[src/sv/svdm_pkg.sv]
`timescale 1ns / 1ps
// ---------------------------------------------------------------------------
// Servo duty motion profiler package
// Operation codes, register indexes, reset values and the command and
// status bundles exchanged between the controller and the datapath.
// ---------------------------------------------------------------------------
package svdm_pkg;

  localparam int OP_W      = 3;
  localparam int LVL_W     = 8;
  localparam int CFG_IDX_W = 3;

  localparam logic [OP_W-1:0] OP_TICK      = 3'd0;
  localparam logic [OP_W-1:0] OP_SET_LEVEL = 3'd1;
  localparam logic [OP_W-1:0] OP_SET_DUTY  = 3'd2;
  localparam logic [OP_W-1:0] OP_ENABLE    = 3'd3;
  localparam logic [OP_W-1:0] OP_DISABLE   = 3'd4;

  localparam logic [CFG_IDX_W-1:0] REG_MAX_ACCEL       = 3'd0;
  localparam logic [CFG_IDX_W-1:0] REG_MAX_VELOCITY    = 3'd1;
  localparam logic [CFG_IDX_W-1:0] REG_DUTY_FLOOR      = 3'd2;
  localparam logic [CFG_IDX_W-1:0] REG_DUTY_CEILING    = 3'd3;
  localparam logic [CFG_IDX_W-1:0] REG_CURRENT_LIMIT   = 3'd4;
  localparam logic [CFG_IDX_W-1:0] REG_LEVEL_COUNT     = 3'd5;
  localparam logic [CFG_IDX_W-1:0] REG_LEVEL_ZERO_DUTY = 3'd6;
  localparam logic [CFG_IDX_W-1:0] REG_LEVEL_STEP_DUTY = 3'd7;

  localparam int RST_MAX_ACCEL       = 65;
  localparam int RST_MAX_VELOCITY    = 655;
  localparam int RST_DUTY_FLOOR      = 1638;
  localparam int RST_DUTY_CEILING    = 8192;
  localparam int RST_CURRENT_LIMIT   = 4095;
  localparam int RST_LEVEL_COUNT     = 10;
  localparam int RST_LEVEL_ZERO_DUTY = 1638;
  localparam int RST_LEVEL_STEP_DUTY = 346;

  typedef struct packed {
    logic idle;
    logic exec;
    logic mag;
    logic mul;
    logic root_go;
    logic ideal;
    logic accel;
    logic move;
    logic reach;
    logic push;
  } cmd_t;

  typedef struct packed {
    logic ramp;
    logic root_done;
    logic out_free;
  } stat_t;

endpackage

[src/sv/svdm_ifs.sv]
`timescale 1ns / 1ps
// ---------------------------------------------------------------------------
// Servo duty motion profiler channels
// Valid/ready channels for commands, results and register writes.
// ---------------------------------------------------------------------------
interface svdm_in_if #(
  parameter int ADC_W  = 12,
  parameter int DUTY_W = 17
);
  logic                          valid;
  logic                          ready;
  logic [svdm_pkg::OP_W-1:0]     operation;
  logic [svdm_pkg::LVL_W-1:0]    level;
  logic [DUTY_W-1:0]             duty_request;
  logic [ADC_W-1:0]              adc_sample;
  logic                          comparator_ok;

  modport source (output valid, operation, level, duty_request, adc_sample,
                  comparator_ok, input ready);
  modport sink (input valid, operation, level, duty_request, adc_sample,
                comparator_ok, output ready);
endinterface

interface svdm_out_if #(
  parameter int DUTY_W = 17
);
  logic              valid;
  logic              ready;
  logic              accepted;
  logic [DUTY_W-1:0] duty_out;
  logic              at_target;
  logic              is_enabled;
  logic              current_fault;

  modport source (output valid, accepted, duty_out, at_target, is_enabled,
                  current_fault, input ready);
  modport sink (input valid, accepted, duty_out, at_target, is_enabled,
                current_fault, output ready);
endinterface

interface svdm_cfg_if #(
  parameter int DATA_W = 17
);
  logic                             valid;
  logic                             ready;
  logic [svdm_pkg::CFG_IDX_W-1:0]   index;
  logic [DATA_W-1:0]                data;

  modport source (output valid, index, data, input ready);
  modport sink (input valid, index, data, output ready);
endinterface

[src/sv/svdm_ctrl.sv]
`timescale 1ns / 1ps
// ---------------------------------------------------------------------------
// Servo duty motion profiler controller
// Sequences one item at a time through decode, the ramp steps and delivery.
// ---------------------------------------------------------------------------
module svdm_ctrl (
  input  logic            clk,
  input  logic            rst_n,
  input  logic            in_valid,
  input  svdm_pkg::stat_t st,
  output svdm_pkg::cmd_t  cmd
);

  typedef enum logic [3:0] {
    S_IDLE,
    S_DECODE,
    S_MUL,
    S_ROOT_GO,
    S_ROOT,
    S_IDEAL,
    S_ACCEL,
    S_MOVE,
    S_REACH,
    S_PUSH
  } state_t;

  state_t state_r;
  state_t state_nxt;

  always_comb begin
    state_nxt = state_r;
    cmd       = '0;
    case (state_r)
      S_IDLE: begin
        cmd.idle = 1'b1;
        if (in_valid) begin
          state_nxt = S_DECODE;
        end
      end
      S_DECODE: begin
        if (st.ramp) begin
          cmd.mag   = 1'b1;
          state_nxt = S_MUL;
        end else begin
          cmd.exec  = 1'b1;
          state_nxt = S_PUSH;
        end
      end
      S_MUL: begin
        cmd.mul   = 1'b1;
        state_nxt = S_ROOT_GO;
      end
      S_ROOT_GO: begin
        cmd.root_go = 1'b1;
        state_nxt   = S_ROOT;
      end
      S_ROOT: begin
        if (st.root_done) begin
          state_nxt = S_IDEAL;
        end
      end
      S_IDEAL: begin
        cmd.ideal = 1'b1;
        state_nxt = S_ACCEL;
      end
      S_ACCEL: begin
        cmd.accel = 1'b1;
        state_nxt = S_MOVE;
      end
      S_MOVE: begin
        cmd.move  = 1'b1;
        state_nxt = S_REACH;
      end
      S_REACH: begin
        cmd.reach = 1'b1;
        state_nxt = S_PUSH;
      end
      S_PUSH: begin
        if (st.out_free) begin
          cmd.push  = 1'b1;
          state_nxt = S_IDLE;
        end
      end
      default: begin
        state_nxt = S_IDLE;
      end
    endcase
  end

  always_ff @(posedge clk) begin
    if (!rst_n) begin
      state_r <= S_IDLE;
    end else begin
      state_r <= state_nxt;
    end
  end

endmodule

[src/sv/svdm_sqrt.sv]
`timescale 1ns / 1ps
// ---------------------------------------------------------------------------
// Servo duty motion profiler square root
// Bit-serial integer square root, rounded down, one root bit per cycle.
// ---------------------------------------------------------------------------
module svdm_sqrt #(
  parameter int QW = 17
) (
  input  logic            clk,
  input  logic            rst_n,
  input  logic            start,
  input  logic [2*QW-1:0] radicand,
  output logic            done,
  output logic [QW-1:0]   root
);

  localparam int CW = $clog2(QW + 1);
  localparam int TW = QW + 3;

  logic            busy_r;
  logic [CW-1:0]   cnt_r;
  logic [2*QW-1:0] rad_r;
  logic [QW:0]     rem_r;
  logic [QW-1:0]   root_r;

  logic [TW-1:0]   trial;
  logic [TW-1:0]   cand;
  logic [TW-1:0]   diff;
  logic [QW:0]     rem_nxt;
  logic [QW-1:0]   root_nxt;

  assign trial = {rem_r, rad_r[2*QW-1 -: 2]};
  assign cand  = {1'b0, root_r, 2'b01};
  assign diff  = trial - cand;

  always_comb begin
    if (trial >= cand) begin
      rem_nxt  = diff[QW:0];
      root_nxt = {root_r[QW-2:0], 1'b1};
    end else begin
      rem_nxt  = trial[QW:0];
      root_nxt = {root_r[QW-2:0], 1'b0};
    end
  end

  assign done = busy_r && (cnt_r == '0);
  assign root = root_r;

  always_ff @(posedge clk) begin
    if (!rst_n) begin
      busy_r <= 1'b0;
      cnt_r  <= '0;
    end else if (start) begin
      busy_r <= 1'b1;
      cnt_r  <= CW'(QW);
    end else if (busy_r) begin
      if (cnt_r == '0) begin
        busy_r <= 1'b0;
      end else begin
        cnt_r <= cnt_r - 1'b1;
      end
    end
  end

  always_ff @(posedge clk) begin
    if (start) begin
      rad_r  <= radicand;
      rem_r  <= '0;
      root_r <= '0;
    end else if (busy_r && (cnt_r != '0)) begin
      rad_r  <= {rad_r[2*QW-3:0], 2'b00};
      rem_r  <= rem_nxt;
      root_r <= root_nxt;
    end
  end

endmodule

[src/sv/svdm_dp.sv]
`timescale 1ns / 1ps
// ---------------------------------------------------------------------------
// Servo duty motion profiler datapath
// Registers, item latch, ramp arithmetic, square root and result register.
// ---------------------------------------------------------------------------
module svdm_dp #(
  parameter int ADC_W = 12,
  parameter int F     = 16,
  parameter int CFG_W = 17
) (
  input  logic                           clk,
  input  logic                           rst_n,
  input  svdm_pkg::cmd_t                 cmd,
  output svdm_pkg::stat_t                st,
  input  logic                           in_valid,
  input  logic [svdm_pkg::OP_W-1:0]      in_operation,
  input  logic [svdm_pkg::LVL_W-1:0]     in_level,
  input  logic [F:0]                     in_duty_request,
  input  logic [ADC_W-1:0]               in_adc_sample,
  input  logic                           in_comparator_ok,
  input  logic                           cfg_valid,
  input  logic [svdm_pkg::CFG_IDX_W-1:0] cfg_index,
  input  logic [CFG_W-1:0]               cfg_data,
  input  logic                           out_ready,
  output logic                           out_valid,
  output logic                           out_accepted,
  output logic [F:0]                     out_duty_out,
  output logic                           out_at_target,
  output logic                           out_is_enabled,
  output logic                           out_current_fault
);

  localparam int DW  = F + 1;
  localparam int AW  = F;
  localparam int VW  = F + 2;
  localparam int SW  = F + 4;
  localparam int RW  = 2 * DW;
  localparam int PRW = AW + DW;
  localparam int GLW = DW + svdm_pkg::LVL_W + 1;
  localparam logic [DW-1:0]  ONE_D  = DW'(1) << F;
  localparam logic [GLW-1:0] ONE_GL = GLW'(1) << F;

  logic [AW-1:0]                   accel_r;
  logic [DW-1:0]                   vmax_r;
  logic [DW-1:0]                   floor_r;
  logic [DW-1:0]                   ceil_r;
  logic [ADC_W-1:0]                limit_r;
  logic [svdm_pkg::LVL_W-1:0]      lvlcnt_r;
  logic [DW-1:0]                   lvl0_r;
  logic [DW-1:0]                   lvlstep_r;

  logic [svdm_pkg::OP_W-1:0]       op_r;
  logic [svdm_pkg::LVL_W-1:0]      level_r;
  logic [DW-1:0]                   req_r;
  logic [ADC_W-1:0]                adc_r;
  logic                            cmp_r;

  logic                            en_r, en_nxt;
  logic                            reached_r, reached_nxt;
  logic [DW-1:0]                   duty_r, duty_nxt;
  logic [DW-1:0]                   goal_r, goal_nxt;
  logic signed [VW-1:0]            vel_r, vel_nxt;
  logic                            ok_r, ok_nxt;
  logic                            fault_r, fault_nxt;
  logic                            neg_r, neg_nxt;
  logic [DW-1:0]                   mag_r, mag_nxt;
  logic [RW-1:0]                   prod_r, prod_nxt;
  logic signed [SW-1:0]            ideal_r, ideal_nxt;
  logic                            out_valid_r;
  logic                            res_ok_r;
  logic [DW-1:0]                   res_duty_r;
  logic                            res_tgt_r;
  logic                            res_en_r;
  logic                            res_flt_r;

  logic                            good;
  logic [GLW-1:0]                  level_goal;
  logic signed [SW-1:0]            dist_s;
  logic signed [SW-1:0]            gap_s;
  logic signed [SW-1:0]            vel_ext;
  logic signed [SW-1:0]            acc_s;
  logic signed [SW-1:0]            err_s;
  logic signed [SW-1:0]            pos_s;
  logic signed [SW-1:0]            pos_lo;
  logic signed [SW-1:0]            floor_s;
  logic signed [SW-1:0]            ceil_s;
  logic signed [SW-1:0]            vmax_s;
  logic [DW-1:0]                   root;
  logic [DW-1:0]                   root_cl;
  logic                            root_done;

  svdm_sqrt #(.QW(DW)) u_sqrt (
    .clk      (clk),
    .rst_n    (rst_n),
    .start    (cmd.root_go),
    .radicand (prod_r),
    .done     (root_done),
    .root     (root)
  );

  assign good       = cmp_r && (adc_r <= limit_r);
  assign level_goal = GLW'(lvl0_r) + GLW'(level_r) * GLW'(lvlstep_r);
  assign dist_s     = $signed(SW'(goal_r)) - $signed(SW'(duty_r));
  assign gap_s      = $signed(SW'(duty_r)) - $signed(SW'(goal_r));
  assign vel_ext    = SW'(vel_r);
  assign acc_s      = $signed(SW'(accel_r));
  assign err_s      = ideal_r - vel_ext;
  assign pos_s      = $signed(SW'(duty_r)) + vel_ext;
  assign floor_s    = $signed(SW'(floor_r));
  assign ceil_s     = $signed(SW'(ceil_r));
  assign vmax_s     = $signed(SW'(vmax_r));
  assign pos_lo     = (pos_s < floor_s) ? floor_s : pos_s;
  assign root_cl    = (root > vmax_r) ? vmax_r : root;

  assign st.ramp      = (op_r == svdm_pkg::OP_TICK) && en_r && good && !reached_r;
  assign st.root_done = root_done;
  assign st.out_free  = !out_valid_r || out_ready;

  always_comb begin
    en_nxt      = en_r;
    reached_nxt = reached_r;
    duty_nxt    = duty_r;
    goal_nxt    = goal_r;
    vel_nxt     = vel_r;
    ok_nxt      = ok_r;
    fault_nxt   = fault_r;
    neg_nxt     = neg_r;
    mag_nxt     = mag_r;
    prod_nxt    = prod_r;
    ideal_nxt   = ideal_r;

    if (cmd.exec) begin
      ok_nxt    = 1'b0;
      fault_nxt = 1'b0;
      case (op_r)
        svdm_pkg::OP_TICK: begin
          if (en_r) begin
            if (!good) begin
              en_nxt    = 1'b0;
              vel_nxt   = '0;
              fault_nxt = 1'b1;
            end else begin
              ok_nxt = 1'b1;
            end
          end
        end
        svdm_pkg::OP_SET_LEVEL: begin
          if (level_r < lvlcnt_r) begin
            reached_nxt = 1'b0;
            vel_nxt     = '0;
            if (level_goal <= ONE_GL) begin
              goal_nxt = DW'(level_goal);
              ok_nxt   = 1'b1;
            end
          end
        end
        svdm_pkg::OP_SET_DUTY: begin
          if (req_r <= ONE_D) begin
            goal_nxt    = req_r;
            reached_nxt = 1'b0;
            vel_nxt     = '0;
            ok_nxt      = 1'b1;
          end
        end
        svdm_pkg::OP_ENABLE: begin
          if (en_r) begin
            ok_nxt = 1'b1;
          end else if (!good) begin
            fault_nxt = 1'b1;
          end else begin
            en_nxt  = 1'b1;
            vel_nxt = '0;
            ok_nxt  = 1'b1;
          end
        end
        svdm_pkg::OP_DISABLE: begin
          if (en_r) begin
            en_nxt  = 1'b0;
            vel_nxt = '0;
          end
          ok_nxt = 1'b1;
        end
        default: begin
          ok_nxt = 1'b0;
        end
      endcase
    end

    if (cmd.mag) begin
      ok_nxt    = 1'b1;
      fault_nxt = 1'b0;
      neg_nxt   = dist_s < 0;
      mag_nxt   = (dist_s < 0) ? DW'(-dist_s) : DW'(dist_s);
    end

    if (cmd.mul) begin
      prod_nxt = {PRW'(accel_r) * PRW'(mag_r), 1'b0};
    end

    if (cmd.ideal) begin
      ideal_nxt = neg_r ? -$signed(SW'(root_cl)) : $signed(SW'(root_cl));
    end

    if (cmd.accel) begin
      if (err_s > acc_s) begin
        vel_nxt = VW'(vel_ext + acc_s);
      end else if (err_s < -acc_s) begin
        vel_nxt = VW'(vel_ext - acc_s);
      end else begin
        vel_nxt = VW'(ideal_r);
      end
    end

    if (cmd.move) begin
      duty_nxt = (pos_lo > ceil_s) ? DW'(ceil_s) : DW'(pos_lo);
    end

    if (cmd.reach) begin
      if (((gap_s < 0) ? -gap_s : gap_s) < vmax_s) begin
        reached_nxt = 1'b1;
        vel_nxt     = '0;
      end
    end
  end

  always_ff @(posedge clk) begin
    if (!rst_n) begin
      accel_r     <= AW'(svdm_pkg::RST_MAX_ACCEL);
      vmax_r      <= DW'(svdm_pkg::RST_MAX_VELOCITY);
      floor_r     <= DW'(svdm_pkg::RST_DUTY_FLOOR);
      ceil_r      <= DW'(svdm_pkg::RST_DUTY_CEILING);
      limit_r     <= ADC_W'(svdm_pkg::RST_CURRENT_LIMIT);
      lvlcnt_r    <= svdm_pkg::LVL_W'(svdm_pkg::RST_LEVEL_COUNT);
      lvl0_r      <= DW'(svdm_pkg::RST_LEVEL_ZERO_DUTY);
      lvlstep_r   <= DW'(svdm_pkg::RST_LEVEL_STEP_DUTY);
      en_r        <= 1'b0;
      reached_r   <= 1'b0;
      duty_r      <= '0;
      goal_r      <= '0;
      vel_r       <= '0;
      out_valid_r <= 1'b0;
    end else begin
      if (cfg_valid) begin
        case (cfg_index)
          svdm_pkg::REG_MAX_ACCEL:       accel_r   <= cfg_data[AW-1:0];
          svdm_pkg::REG_MAX_VELOCITY:    vmax_r    <= cfg_data[DW-1:0];
          svdm_pkg::REG_DUTY_FLOOR:      floor_r   <= cfg_data[DW-1:0];
          svdm_pkg::REG_DUTY_CEILING:    ceil_r    <= cfg_data[DW-1:0];
          svdm_pkg::REG_CURRENT_LIMIT:   limit_r   <= cfg_data[ADC_W-1:0];
          svdm_pkg::REG_LEVEL_COUNT:     lvlcnt_r  <= cfg_data[svdm_pkg::LVL_W-1:0];
          svdm_pkg::REG_LEVEL_ZERO_DUTY: lvl0_r    <= cfg_data[DW-1:0];
          svdm_pkg::REG_LEVEL_STEP_DUTY: lvlstep_r <= cfg_data[DW-1:0];
          default: begin
            accel_r <= accel_r;
          end
        endcase
      end
      en_r      <= en_nxt;
      reached_r <= reached_nxt;
      duty_r    <= duty_nxt;
      goal_r    <= goal_nxt;
      vel_r     <= vel_nxt;
      if (cmd.push) begin
        out_valid_r <= 1'b1;
      end else if (out_ready) begin
        out_valid_r <= 1'b0;
      end
    end
  end

  always_ff @(posedge clk) begin
    if (cmd.idle && in_valid) begin
      op_r    <= in_operation;
      level_r <= in_level;
      req_r   <= in_duty_request;
      adc_r   <= in_adc_sample;
      cmp_r   <= in_comparator_ok;
    end
  end

  always_ff @(posedge clk) begin
    ok_r    <= ok_nxt;
    fault_r <= fault_nxt;
    neg_r   <= neg_nxt;
    mag_r   <= mag_nxt;
    prod_r  <= prod_nxt;
    ideal_r <= ideal_nxt;
    if (cmd.push) begin
      res_ok_r   <= ok_r;
      res_duty_r <= duty_r;
      res_tgt_r  <= reached_r;
      res_en_r   <= en_r;
      res_flt_r  <= fault_r;
    end
  end

  assign out_valid         = out_valid_r;
  assign out_accepted      = res_ok_r;
  assign out_duty_out      = res_duty_r;
  assign out_at_target     = res_tgt_r;
  assign out_is_enabled    = res_en_r;
  assign out_current_fault = res_flt_r;

endmodule

[src/sv/servo_duty_motion_profiler.sv]
`timescale 1ns / 1ps
// ---------------------------------------------------------------------------
// Servo duty motion profiler
// Ramps a Q16 servo PWM duty toward a goal under velocity and acceleration
// limits, with current supervision, level and duty commands.
// ---------------------------------------------------------------------------
//  Channel  Direction  Beat contents
//  in_ch    sink       operation, level, duty_request, adc_sample, comparator_ok
//  out_ch   source     accepted, duty_out, at_target, is_enabled, current_fault
//  cfg_ch   sink       index, data (register write, always ready)
//
//  A ramping tick passes through decode, the acceleration-distance product and the
//  bit-serial square root that yields one root bit a cycle, then the ideal, accel,
//  move and reach steps; other items skip them. One item is worked on at a time.
//  The output register holds one finished result, so the next item is taken
//  while that result waits; an item completes only once the register is free.
//  Reset is synchronous and active low and restores the register defaults.
// ---------------------------------------------------------------------------
module servo_duty_motion_profiler #(
  parameter int ADC_BITS       = 12,
  parameter int DUTY_FRAC_BITS = 16
) (
  input logic       clk,
  input logic       rst_n,
  svdm_in_if.sink   in_ch,
  svdm_out_if.source out_ch,
  svdm_cfg_if.sink  cfg_ch
);

  localparam int CFG_W = (DUTY_FRAC_BITS + 1 > ADC_BITS) ? DUTY_FRAC_BITS + 1 : ADC_BITS;

  svdm_pkg::cmd_t  cmd;
  svdm_pkg::stat_t st;

  assign in_ch.ready  = cmd.idle;
  assign cfg_ch.ready = 1'b1;

  svdm_ctrl u_ctrl (
    .clk      (clk),
    .rst_n    (rst_n),
    .in_valid (in_ch.valid),
    .st       (st),
    .cmd      (cmd)
  );

  svdm_dp #(
    .ADC_W (ADC_BITS),
    .F     (DUTY_FRAC_BITS),
    .CFG_W (CFG_W)
  ) u_dp (
    .clk               (clk),
    .rst_n             (rst_n),
    .cmd               (cmd),
    .st                (st),
    .in_valid          (in_ch.valid),
    .in_operation      (in_ch.operation),
    .in_level          (in_ch.level),
    .in_duty_request   (in_ch.duty_request),
    .in_adc_sample     (in_ch.adc_sample),
    .in_comparator_ok  (in_ch.comparator_ok),
    .cfg_valid         (cfg_ch.valid),
    .cfg_index         (cfg_ch.index),
    .cfg_data          (cfg_ch.data),
    .out_ready         (out_ch.ready),
    .out_valid         (out_ch.valid),
    .out_accepted      (out_ch.accepted),
    .out_duty_out      (out_ch.duty_out),
    .out_at_target     (out_ch.at_target),
    .out_is_enabled    (out_ch.is_enabled),
    .out_current_fault (out_ch.current_fault)
  );

endmodule

[src/flat_wrapper.sv]
// flat-port wrapper written by rule: the top's interface ports become plain ports
module servo_duty_motion_profiler_flat 
#(
  parameter int ADC_BITS       = 12,
  parameter int DUTY_FRAC_BITS = 16
)
  (clk, rst_n, in_ch_valid, in_ch_operation, in_ch_level, in_ch_duty_request, in_ch_adc_sample, in_ch_comparator_ok, in_ch_ready, out_ch_valid, out_ch_accepted, out_ch_duty_out, out_ch_at_target, out_ch_is_enabled, out_ch_current_fault, out_ch_ready, cfg_ch_valid, cfg_ch_index, cfg_ch_data, cfg_ch_ready);
  svdm_in_if in_ch_i ();
  svdm_out_if out_ch_i ();
  svdm_cfg_if cfg_ch_i ();
  input logic clk;
  input logic rst_n;
  input wire logic [$bits(in_ch_i.valid)-1:0] in_ch_valid;
  input wire logic [$bits(in_ch_i.operation)-1:0] in_ch_operation;
  input wire logic [$bits(in_ch_i.level)-1:0] in_ch_level;
  input wire logic [$bits(in_ch_i.duty_request)-1:0] in_ch_duty_request;
  input wire logic [$bits(in_ch_i.adc_sample)-1:0] in_ch_adc_sample;
  input wire logic [$bits(in_ch_i.comparator_ok)-1:0] in_ch_comparator_ok;
  output wire logic [$bits(in_ch_i.ready)-1:0] in_ch_ready;
  output wire logic [$bits(out_ch_i.valid)-1:0] out_ch_valid;
  output wire logic [$bits(out_ch_i.accepted)-1:0] out_ch_accepted;
  output wire logic [$bits(out_ch_i.duty_out)-1:0] out_ch_duty_out;
  output wire logic [$bits(out_ch_i.at_target)-1:0] out_ch_at_target;
  output wire logic [$bits(out_ch_i.is_enabled)-1:0] out_ch_is_enabled;
  output wire logic [$bits(out_ch_i.current_fault)-1:0] out_ch_current_fault;
  input wire logic [$bits(out_ch_i.ready)-1:0] out_ch_ready;
  input wire logic [$bits(cfg_ch_i.valid)-1:0] cfg_ch_valid;
  input wire logic [$bits(cfg_ch_i.index)-1:0] cfg_ch_index;
  input wire logic [$bits(cfg_ch_i.data)-1:0] cfg_ch_data;
  output wire logic [$bits(cfg_ch_i.ready)-1:0] cfg_ch_ready;
  assign in_ch_i.valid = in_ch_valid;
  assign in_ch_i.operation = in_ch_operation;
  assign in_ch_i.level = in_ch_level;
  assign in_ch_i.duty_request = in_ch_duty_request;
  assign in_ch_i.adc_sample = in_ch_adc_sample;
  assign in_ch_i.comparator_ok = in_ch_comparator_ok;
  assign in_ch_ready = in_ch_i.ready;
  assign out_ch_valid = out_ch_i.valid;
  assign out_ch_accepted = out_ch_i.accepted;
  assign out_ch_duty_out = out_ch_i.duty_out;
  assign out_ch_at_target = out_ch_i.at_target;
  assign out_ch_is_enabled = out_ch_i.is_enabled;
  assign out_ch_current_fault = out_ch_i.current_fault;
  assign out_ch_i.ready = out_ch_ready;
  assign cfg_ch_i.valid = cfg_ch_valid;
  assign cfg_ch_i.index = cfg_ch_index;
  assign cfg_ch_i.data = cfg_ch_data;
  assign cfg_ch_ready = cfg_ch_i.ready;
  servo_duty_motion_profiler #(.ADC_BITS(ADC_BITS), .DUTY_FRAC_BITS(DUTY_FRAC_BITS)) u_core (.clk(clk), .rst_n(rst_n), .in_ch(in_ch_i), .out_ch(out_ch_i), .cfg_ch(cfg_ch_i));
endmodule
[config.mk]
export PLATFORM = sky130hd
export DESIGN_NAME = servo_duty_motion_profiler_flat
export DESIGN_NICKNAME = d
export VERILOG_FILES = /design/src/sv/svdm_pkg.sv /design/src/sv/svdm_ifs.sv /design/src/sv/svdm_ctrl.sv /design/src/sv/svdm_sqrt.sv /design/src/sv/svdm_dp.sv /design/src/sv/servo_duty_motion_profiler.sv /design/src/flat_wrapper.sv
export SDC_FILE = /design/constraint.sdc
export NUM_CORES = 2
export LEC_CHECK = 0
export ABC_AREA = 1
export BUFFER_PORTS_ARGS = -buffer_cell sky130_fd_sc_hd__buf_2
export CAP_MARGIN = 25
export CORE_MARGIN = 4
export CORE_UTILIZATION = 70
export CTS_CLUSTER_DIAMETER = 120
export CTS_CLUSTER_SIZE = 20
export DETAILED_ROUTE_END_ITERATION = 10
export MAX_ROUTING_LAYER = met4
export PLACE_DENSITY = 0.88
export SLEW_MARGIN = 20
export SYNTH_ARGS = -nofsm -noshare
export SYNTH_HDL_FRONTEND = slang
export SYNTH_HIERARCHICAL = 1
export SYNTH_SLANG_ARGS = --single-unit
export TNS_END_PERCENT = 50
[constraint.sdc]
create_clock -name clk -period 13.1 [get_ports clk]
set_clock_uncertainty 0.15 [all_clocks]
set_input_delay 1.31 -clock clk [delete_from_list [all_inputs] [get_ports clk]]
set_output_delay 1.31 -clock clk [all_outputs]
set_load 0.05 [all_outputs]
Word-level counts from Yosys, hierarchy flattened
Index checks and enable logic that the tools add are counted.
{"block": "word_totals", "elab_cells": 200, "input_bits": 66, "register_bits": 389, "output_inout_bits": 24}
{"block": "op_classes", "muxes": 71, "multipliers": 2, "addsub": 13, "reduce_logical": 34, "eq_ne": 27, "bitwise": 2, "order_cmp": 13}
{"op": "two-way mux 18 bit", "n": 14}
{"op": "two-way mux 17 bit", "n": 7}
{"op": "case mux 18 bit (5 select lines)", "n": 1}
{"op": "two-way mux 34 bit", "n": 2}
{"op": "two-way mux 20 bit", "n": 2}
{"op": "case mux 4 bit (10 select lines)", "n": 1}
{"op": "less-than comparator 18 x 1 -> 1 bit, second input constant", "n": 2}
{"op": "subtractor 17 x 17 -> 18 bit", "n": 2}
{"op": "case mux 17 bit (2 select lines)", "n": 1}
{"op": "multiplier 16 x 17 -> 33 bit", "n": 1}
{"op": "two-way mux 1 bit", "n": 31}
{"op": "adder 17 x 25 -> 26 bit", "n": 1}
{"op": "less-or-equal comparator 26 x 17 -> 1 bit, second input constant", "n": 1}
{"op": "multiplier 8 x 17 -> 25 bit", "n": 1}
{"op": "AND reduction 2 bit", "n": 11}
{"op": ">= comparator 20 x 19 -> 1 bit", "n": 1}
{"op": "> comparator 20 x 17 -> 1 bit", "n": 1}
{"op": "> comparator 20 x 18 -> 1 bit", "n": 1}
{"op": "less-than comparator 20 x 18 -> 1 bit", "n": 1}
{"op": "less-than comparator 20 bit", "n": 1}
{"op": "negation 16 -> 20 bit", "n": 1}
{"op": "negation 17 -> 20 bit", "n": 1}
{"op": "negation 18 -> 20 bit", "n": 1}
{"op": "subtractor 20 x 18 -> 20 bit", "n": 1}
{"op": "other kinds (39)", "n": 75}

Depth between registers and ports, before layout
{"block": "logic_depth", "depth_word": 10, "depth_mapped": 41, "ltp_nobuf": 38}

Cells and area by module
The synthesis kept the hierarchy.
{"module": "svdm_dp", "instances": 1, "seq_area_each_um2": 7557.2, "area_per_inst_um2": 36429.9, "cells_each": 4904}
{"module": "svdm_sqrt", "instances": 1, "seq_area_each_um2": 1841.8, "area_per_inst_um2": 4376.7, "cells_each": 588}
{"module": "svdm_ctrl", "instances": 1, "seq_area_each_um2": 80.1, "area_per_inst_um2": 289.0, "cells_each": 55}
{"module": "servo_duty_motion_profiler", "instances": 1, "seq_area_each_um2": 0.0, "area_per_inst_um2": 11.3, "cells_each": 2}

Least setup slack after synthesis
No wires, ideal clock.
{"block": "synth_path", "path_type": "flip-flop to flip-flop", "start": "register u_core.u_dp.accel_r[6]", "end": "register u_core.u_dp.prod_r[30], data pin", "path_slack_ns": 6.948, "period_less_slack_ns": 6.152, "stages_incl_launch_ff": 26, "path_buffers": 2, "arrival_time_ns": 5.742, "required_time_ns": 12.690, "setup_ns": 0.260, "path_cell_list": "dfxtp_1 > clkbuf_1 > buf_1 > nand2_1 > fa_1 > inv_1 > fa_1 > inv_1 > fa_1 > inv_1 > fa_1 > inv_1 > fa_1 > inv_1 > fa_1 > ha_1 > a21oi_1 > inv_1 > a31oi_1 > a21boi_0 > o21ai_1 > nand2_1 > o21ai_1 > nand2_1 > nand2_1 > xor2_1"}
{"block": "synth_between", "elab_chain_cells": 1}
{"element": "start: declaration", "line_no": "svdm_dp.sv:43", "text": "logic [AW-1:0] accel_r;"}
{"element": "start signal: assignment", "line_no": "svdm_dp.sv:228", "text": "accel_r <= AW'(svdm_pkg::RST_MAX_ACCEL);"}
{"element": "start signal: assignment", "line_no": "svdm_dp.sv:245", "text": "svdm_pkg::REG_MAX_ACCEL: accel_r <= cfg_data[AW-1:0];"}
{"element": "start signal: assignment", "line_no": "svdm_dp.sv:254", "text": "accel_r <= accel_r;"}
{"element": "multiplier 16 x 17 -> 33 bit", "line_no": "svdm_dp.sv:197", "text": "prod_nxt = {PRW'(accel_r) * PRW'(mag_r), 1'b0};"}
{"element": "end signal: assignment", "line_no": "svdm_dp.sv:286", "text": "prod_r <= prod_nxt;"}
{"element": "end: declaration", "line_no": "svdm_dp.sv:67", "text": "logic [RW-1:0] prod_r, prod_nxt;"}
Every way passes these cells.
A chain may end at the register's enable or synchronous reset.

Final worst setup path
{"block": "layout_path", "start": "register u_core.u_dp.duty_r[0]", "end": "register u_core.u_dp.duty_r[9]"}
{"block": "layout_between", "elab_chain_cells": 5}
{"element": "start: declaration", "line_no": "svdm_dp.sv:60", "text": "logic [DW-1:0] duty_r, duty_nxt;"}
{"element": "start signal: assignment", "line_no": "svdm_dp.sv:260", "text": "duty_r <= duty_nxt;"}
{"element": "adder 18 x 18 -> 19 bit (*)", "line_no": "svdm_dp.sv:108", "text": "assign pos_s = $signed(SW'(duty_r)) + vel_ext;"}
{"element": "less-than comparator 19 x 18 -> 1 bit", "line_no": "svdm_dp.sv:112", "text": "assign pos_lo = (pos_s < floor_s) ? floor_s : pos_s;"}
{"element": "two-way mux 20 bit (*)", "line_no": "svdm_dp.sv:112"}
{"element": "> comparator 20 x 18 -> 1 bit", "line_no": "svdm_dp.sv:215", "text": "duty_nxt = (pos_lo > ceil_s) ? DW'(ceil_s) : DW'(pos_lo);"}
{"element": "two-way mux 17 bit (*)", "line_no": "svdm_dp.sv:215"}
Mark *: on every way between the ends. The rest lies on a longest branch, timed or not.

==> metrics.md <==
| Metric | Value |
|---|---|
| Result of the run | complete, no violations |
| Count of distinct cell types in the synthesized netlist | between 60 and 70 |
| Max-cap violations | 0 |
| Routed via count divided by cell count | 5.77 |
| Gpl congestion | about 1.2 |
| Reg area | 9480 µm² |
| Mean routed wirelength per cell | 18.5 µm |
| Worst slew margin | a little under a third |
| Maximum number of pins on one net before global-route repair | 79 |
| CTS resizes | 0 |
| Required time at the worst-slack endpoint | 13.45 ns |
| Maximum clock frequency | 141 MHz |
| Critical path class | reg2reg |
| Largest buffer count on any clock path | 3 |
| Synthesis warning total | 6 |
| Crit start category | register |
| Initial antenna violation count | 5 |
| Number of failing hold endpoints at the final stage | 0 |
| Number of cell rows | a little under 90 |
| Number of port buffers | 88 |
| Final Cycle Share | 54.0% |
| Length of the first detailed-routing pass in iterations | 8 |
| Number of cells produced by synthesis | 5549 |
| I/O pin cnt | 90 |
| Remaining antenna violation count | 0 |
| Synth-to-layout area growth | 3.06% |
| Syn_nets | 6338 |
| Initial core utilization | between 70% and 80% |
| Highest fanout seen on the critical path | 20 |
| Min cycle time layout | 7.07 ns |
| Area of combinational cells with multiple inputs | 26600 µm² |
| Worst Hold Margin | ~0.29 ns |
| Share of the yosys chip area belonging to registers | 23.1% |
| Num Clock Sinks | 390 |
| Syn avg cell area | approximately 7.4 µm² |
| Setup violators final | 0 |
| Global-route wire length before repair | 184000 µm |
| Post-route setup slack | 6.03 ns |
| Slowest cell delay on critical path | 0.56 ns |
| Final setup TNS | 0 ns |
| Worst-Skew Late Latency | 0.60 ns |
| Clock transition at path regs | 0.09 ns |
| Die area | approximately 63000 µm² |
| Postcts setup bufs | 0 |
| H-Tree Depth | 1 |
| Leftover overflow at the end of global routing | 0 |
| Via Count | 36000 |
| Number of synthesized register bits | just under 400 |
| Measured slew at the worst slew-check pin | 1.04 ns |
| Critical Path Sink Type | register |
| Iteration-0 DRC count of the detailed router | 3719 |
| Nets@finish | ~6200 |
| Root buf cell | clkbuf_16 |
| Std-Cell Core Area | 57900 µm² |
| Power density relative to cell area | 113 nW/µm² |
| Sequential Power Share | 29.6% |
| DPL Wire Length | 91400 µm |
| Floorplan die height | 250 µm |
| Combinational fraction of design power | roughly 54% |
| Switching Share | 46.7% |
| Hold bufs inserted after CTS | 0 |
| Die X-Extent | 250 µm |
| Peak supply drop | 0.168 mV |
| Clock network fraction of design power | 16.9% |
| Net switching power | 2.24 mW |
| Slowest cell on crit path | ha_1 |
| Fraction of registers with async set/reset | 0% |
| Netlist area before placement | 41100 µm² |
| Number of slew-limit violations in the final report | 0 |
| Most common cell type on the critical path | nand2_1 |
| Clock tree from TritonCTS | built |
| RSZ-0062 raised after global routing | no |
| Number of enable-type register cells in the synthesized netlist | 167 |
| TritonCTS Buffers | 24 |
| Static Leakage | approximately 23 nW |
| Detailed-route wire length | 116000 µm |
| Number of filler instances in the final layout | 4694 |
| Fraction of layout cells with a size suffix above 1 | approximately 4.8% |
| Total track usage | between 30% and 40% |
| Number of global-route vias before repair | 34800 |
| Internal power component | 2.56 mW |
| Design Power | around 4.8 mW |
| Leading register cell type out of synthesis | dfxtp_1 |
| DRC viols | 0 |
| Pre-CTS WS | 6.28 ns |
| Worst Hold Class | reg2reg |
| Arrival time reported for the critical path endpoint | 7.42 ns |
[synth_stat cells, drive strengths merged, types with 13 or more instances]
library cell  instances  share of area (%)
clkbuf              153                1.4
o211ai               39               0.71
buf                  67                1.1
xnor2                36               0.80
nor3                 43               0.57
ha                  402                 12
nand4                57               0.90
o21bai               23               0.43
a31oi                19               0.29
inv                1070                9.8
o22ai                17               0.26
o21ai               227                2.9
dfxtp               223                 11
a21o                 13               0.24
nand3b               19               0.35
edfxtp              167                 12
nor2                359                3.6
nand3               277                3.6
fa                  321                 16
xor2                136                3.0
a21oi               321                4.1
nand2              1478                 14
[per-layer routing]
layer	track usage, %	vias up	wire [µm]
met5	-	-	0
met4	19.7	0	7850
met3	5.47	384	11000
met2	59.2	1882	52200
met1	47.2	16600	44500
li1	-	17100	-
[cell families after synthesis]
logic type	Yosys count	synth area share (%)
xor+xnor	172	3.83
compound gates	708	9.81
simple gates	2255	23.1
flops	390	23.1
other cells	2	0.0183
buf+inv	1299	12.3
fa+ha+maj	723	27.9
[worst max-delay path: cells and delay by family (launching register included)]
family / cells / cell delay [ns]
AO/OA/AOI/OAI: 6 / 1.33
XOR/XNOR: 1 / 0.22
adder cells (fa/ha/maj): 5 / 1.91
buffers and inverters: 3 / 0.52
flip-flops: 1 / 0.41
AND/OR/NAND/NOR: 19 / 2.43
[layout make-up]
| type | instances | area share (%) |
|---|---|---|
| Sequential cell | 390 | 22.4 |
| Clock buffer | 41 | 1.67 |
| Tap cell | 765 | 2.26 |
| Timing Repair Buffer | 102 | 1.29 |
| Antenna cell | 5 | 0.0295 |
| Multi-Input combinational cell | 3860 | 62.7 |
| Clock inverter | 2 | 0.0679 |
| Inverter | 1079 | 9.56 |
[power by group through the flow]
stage / combinational [mW] / clock [mW] / sequential, mW
2_1_floorplan: 1.84 / 0 / 1.41
3_3_place_gp: 2.45 / 0 / 1.44
3_5_place_dp: 2.51 / 0 / 1.44
4_1_cts: 2.52 / 0.819 / 1.42
5_1_grt: 2.83 / 0.868 / 1.43
6_report: 2.56 / 0.811 / 1.42
[state kept, by name, indices dropped and copies added (netlist names), 18 cells and up]
| register | flops |
|---|---|
| u_core/u_dp/ideal_r | 20 |
| u_core/u_dp/u_sqrt/rad_r | 34 |
| u_core/u_dp/vel_r | 18 |
| u_core/u_dp/prod_r | 33 |
| u_core/u_dp/u_sqrt/rem_r | 18 |
[cell usage in the layout (no fill, tap or decap), drive strengths merged, types with 6 or more instances in the layout]
cell	Yosys	layout
or2	7	7
o22ai	17	17
fa	321	321
a21boi	9	9
nor3	43	43
o21a	11	11
nand3b	19	19
clkbuf	153	41
a31oi	19	19
nand3	277	277
o31ai	6	6
o21bai	23	23
o211ai	39	39
o21ai	227	227
edfxtp	167	167
nor4	6	6
xor2	136	136
clkinv	9	10
dfxtp	223	223
a21oi	321	321
a211oi	11	11
nand4	57	57
ha	402	402
xnor2	36	36
buf	67	102
a21o	13	13
nand2	1478	1478
nor2	359	359
inv	1070	1071
[final timing paths]
check	cells after the start	from	end	slack, ns
setup / recovery	34	u_core/u_dp/duty_r[0]	u_core/u_dp/duty_r[9]	6.03
hold / removal	0	u_core/u_dp/ok_r	u_core/u_dp/out_accepted	0.29
setup reg to reg	34	u_core/u_dp/duty_r[0]	u_core/u_dp/duty_r[9]	6.03
hold reg to reg	0	u_core/u_dp/ok_r	u_core/u_dp/out_accepted	0.29
[metrics by stage]
stage	instance area [µm²]	instances	util [%]
finish	42400	6244	73.1
global route	42400	6244	73.1
CTS	42300	6239	73.1
detailed placement	41600	6196	71.9
global placement	41600	6196	71.9
floorplan	41100	5549	-
Power figures use the tool's default switching activity.
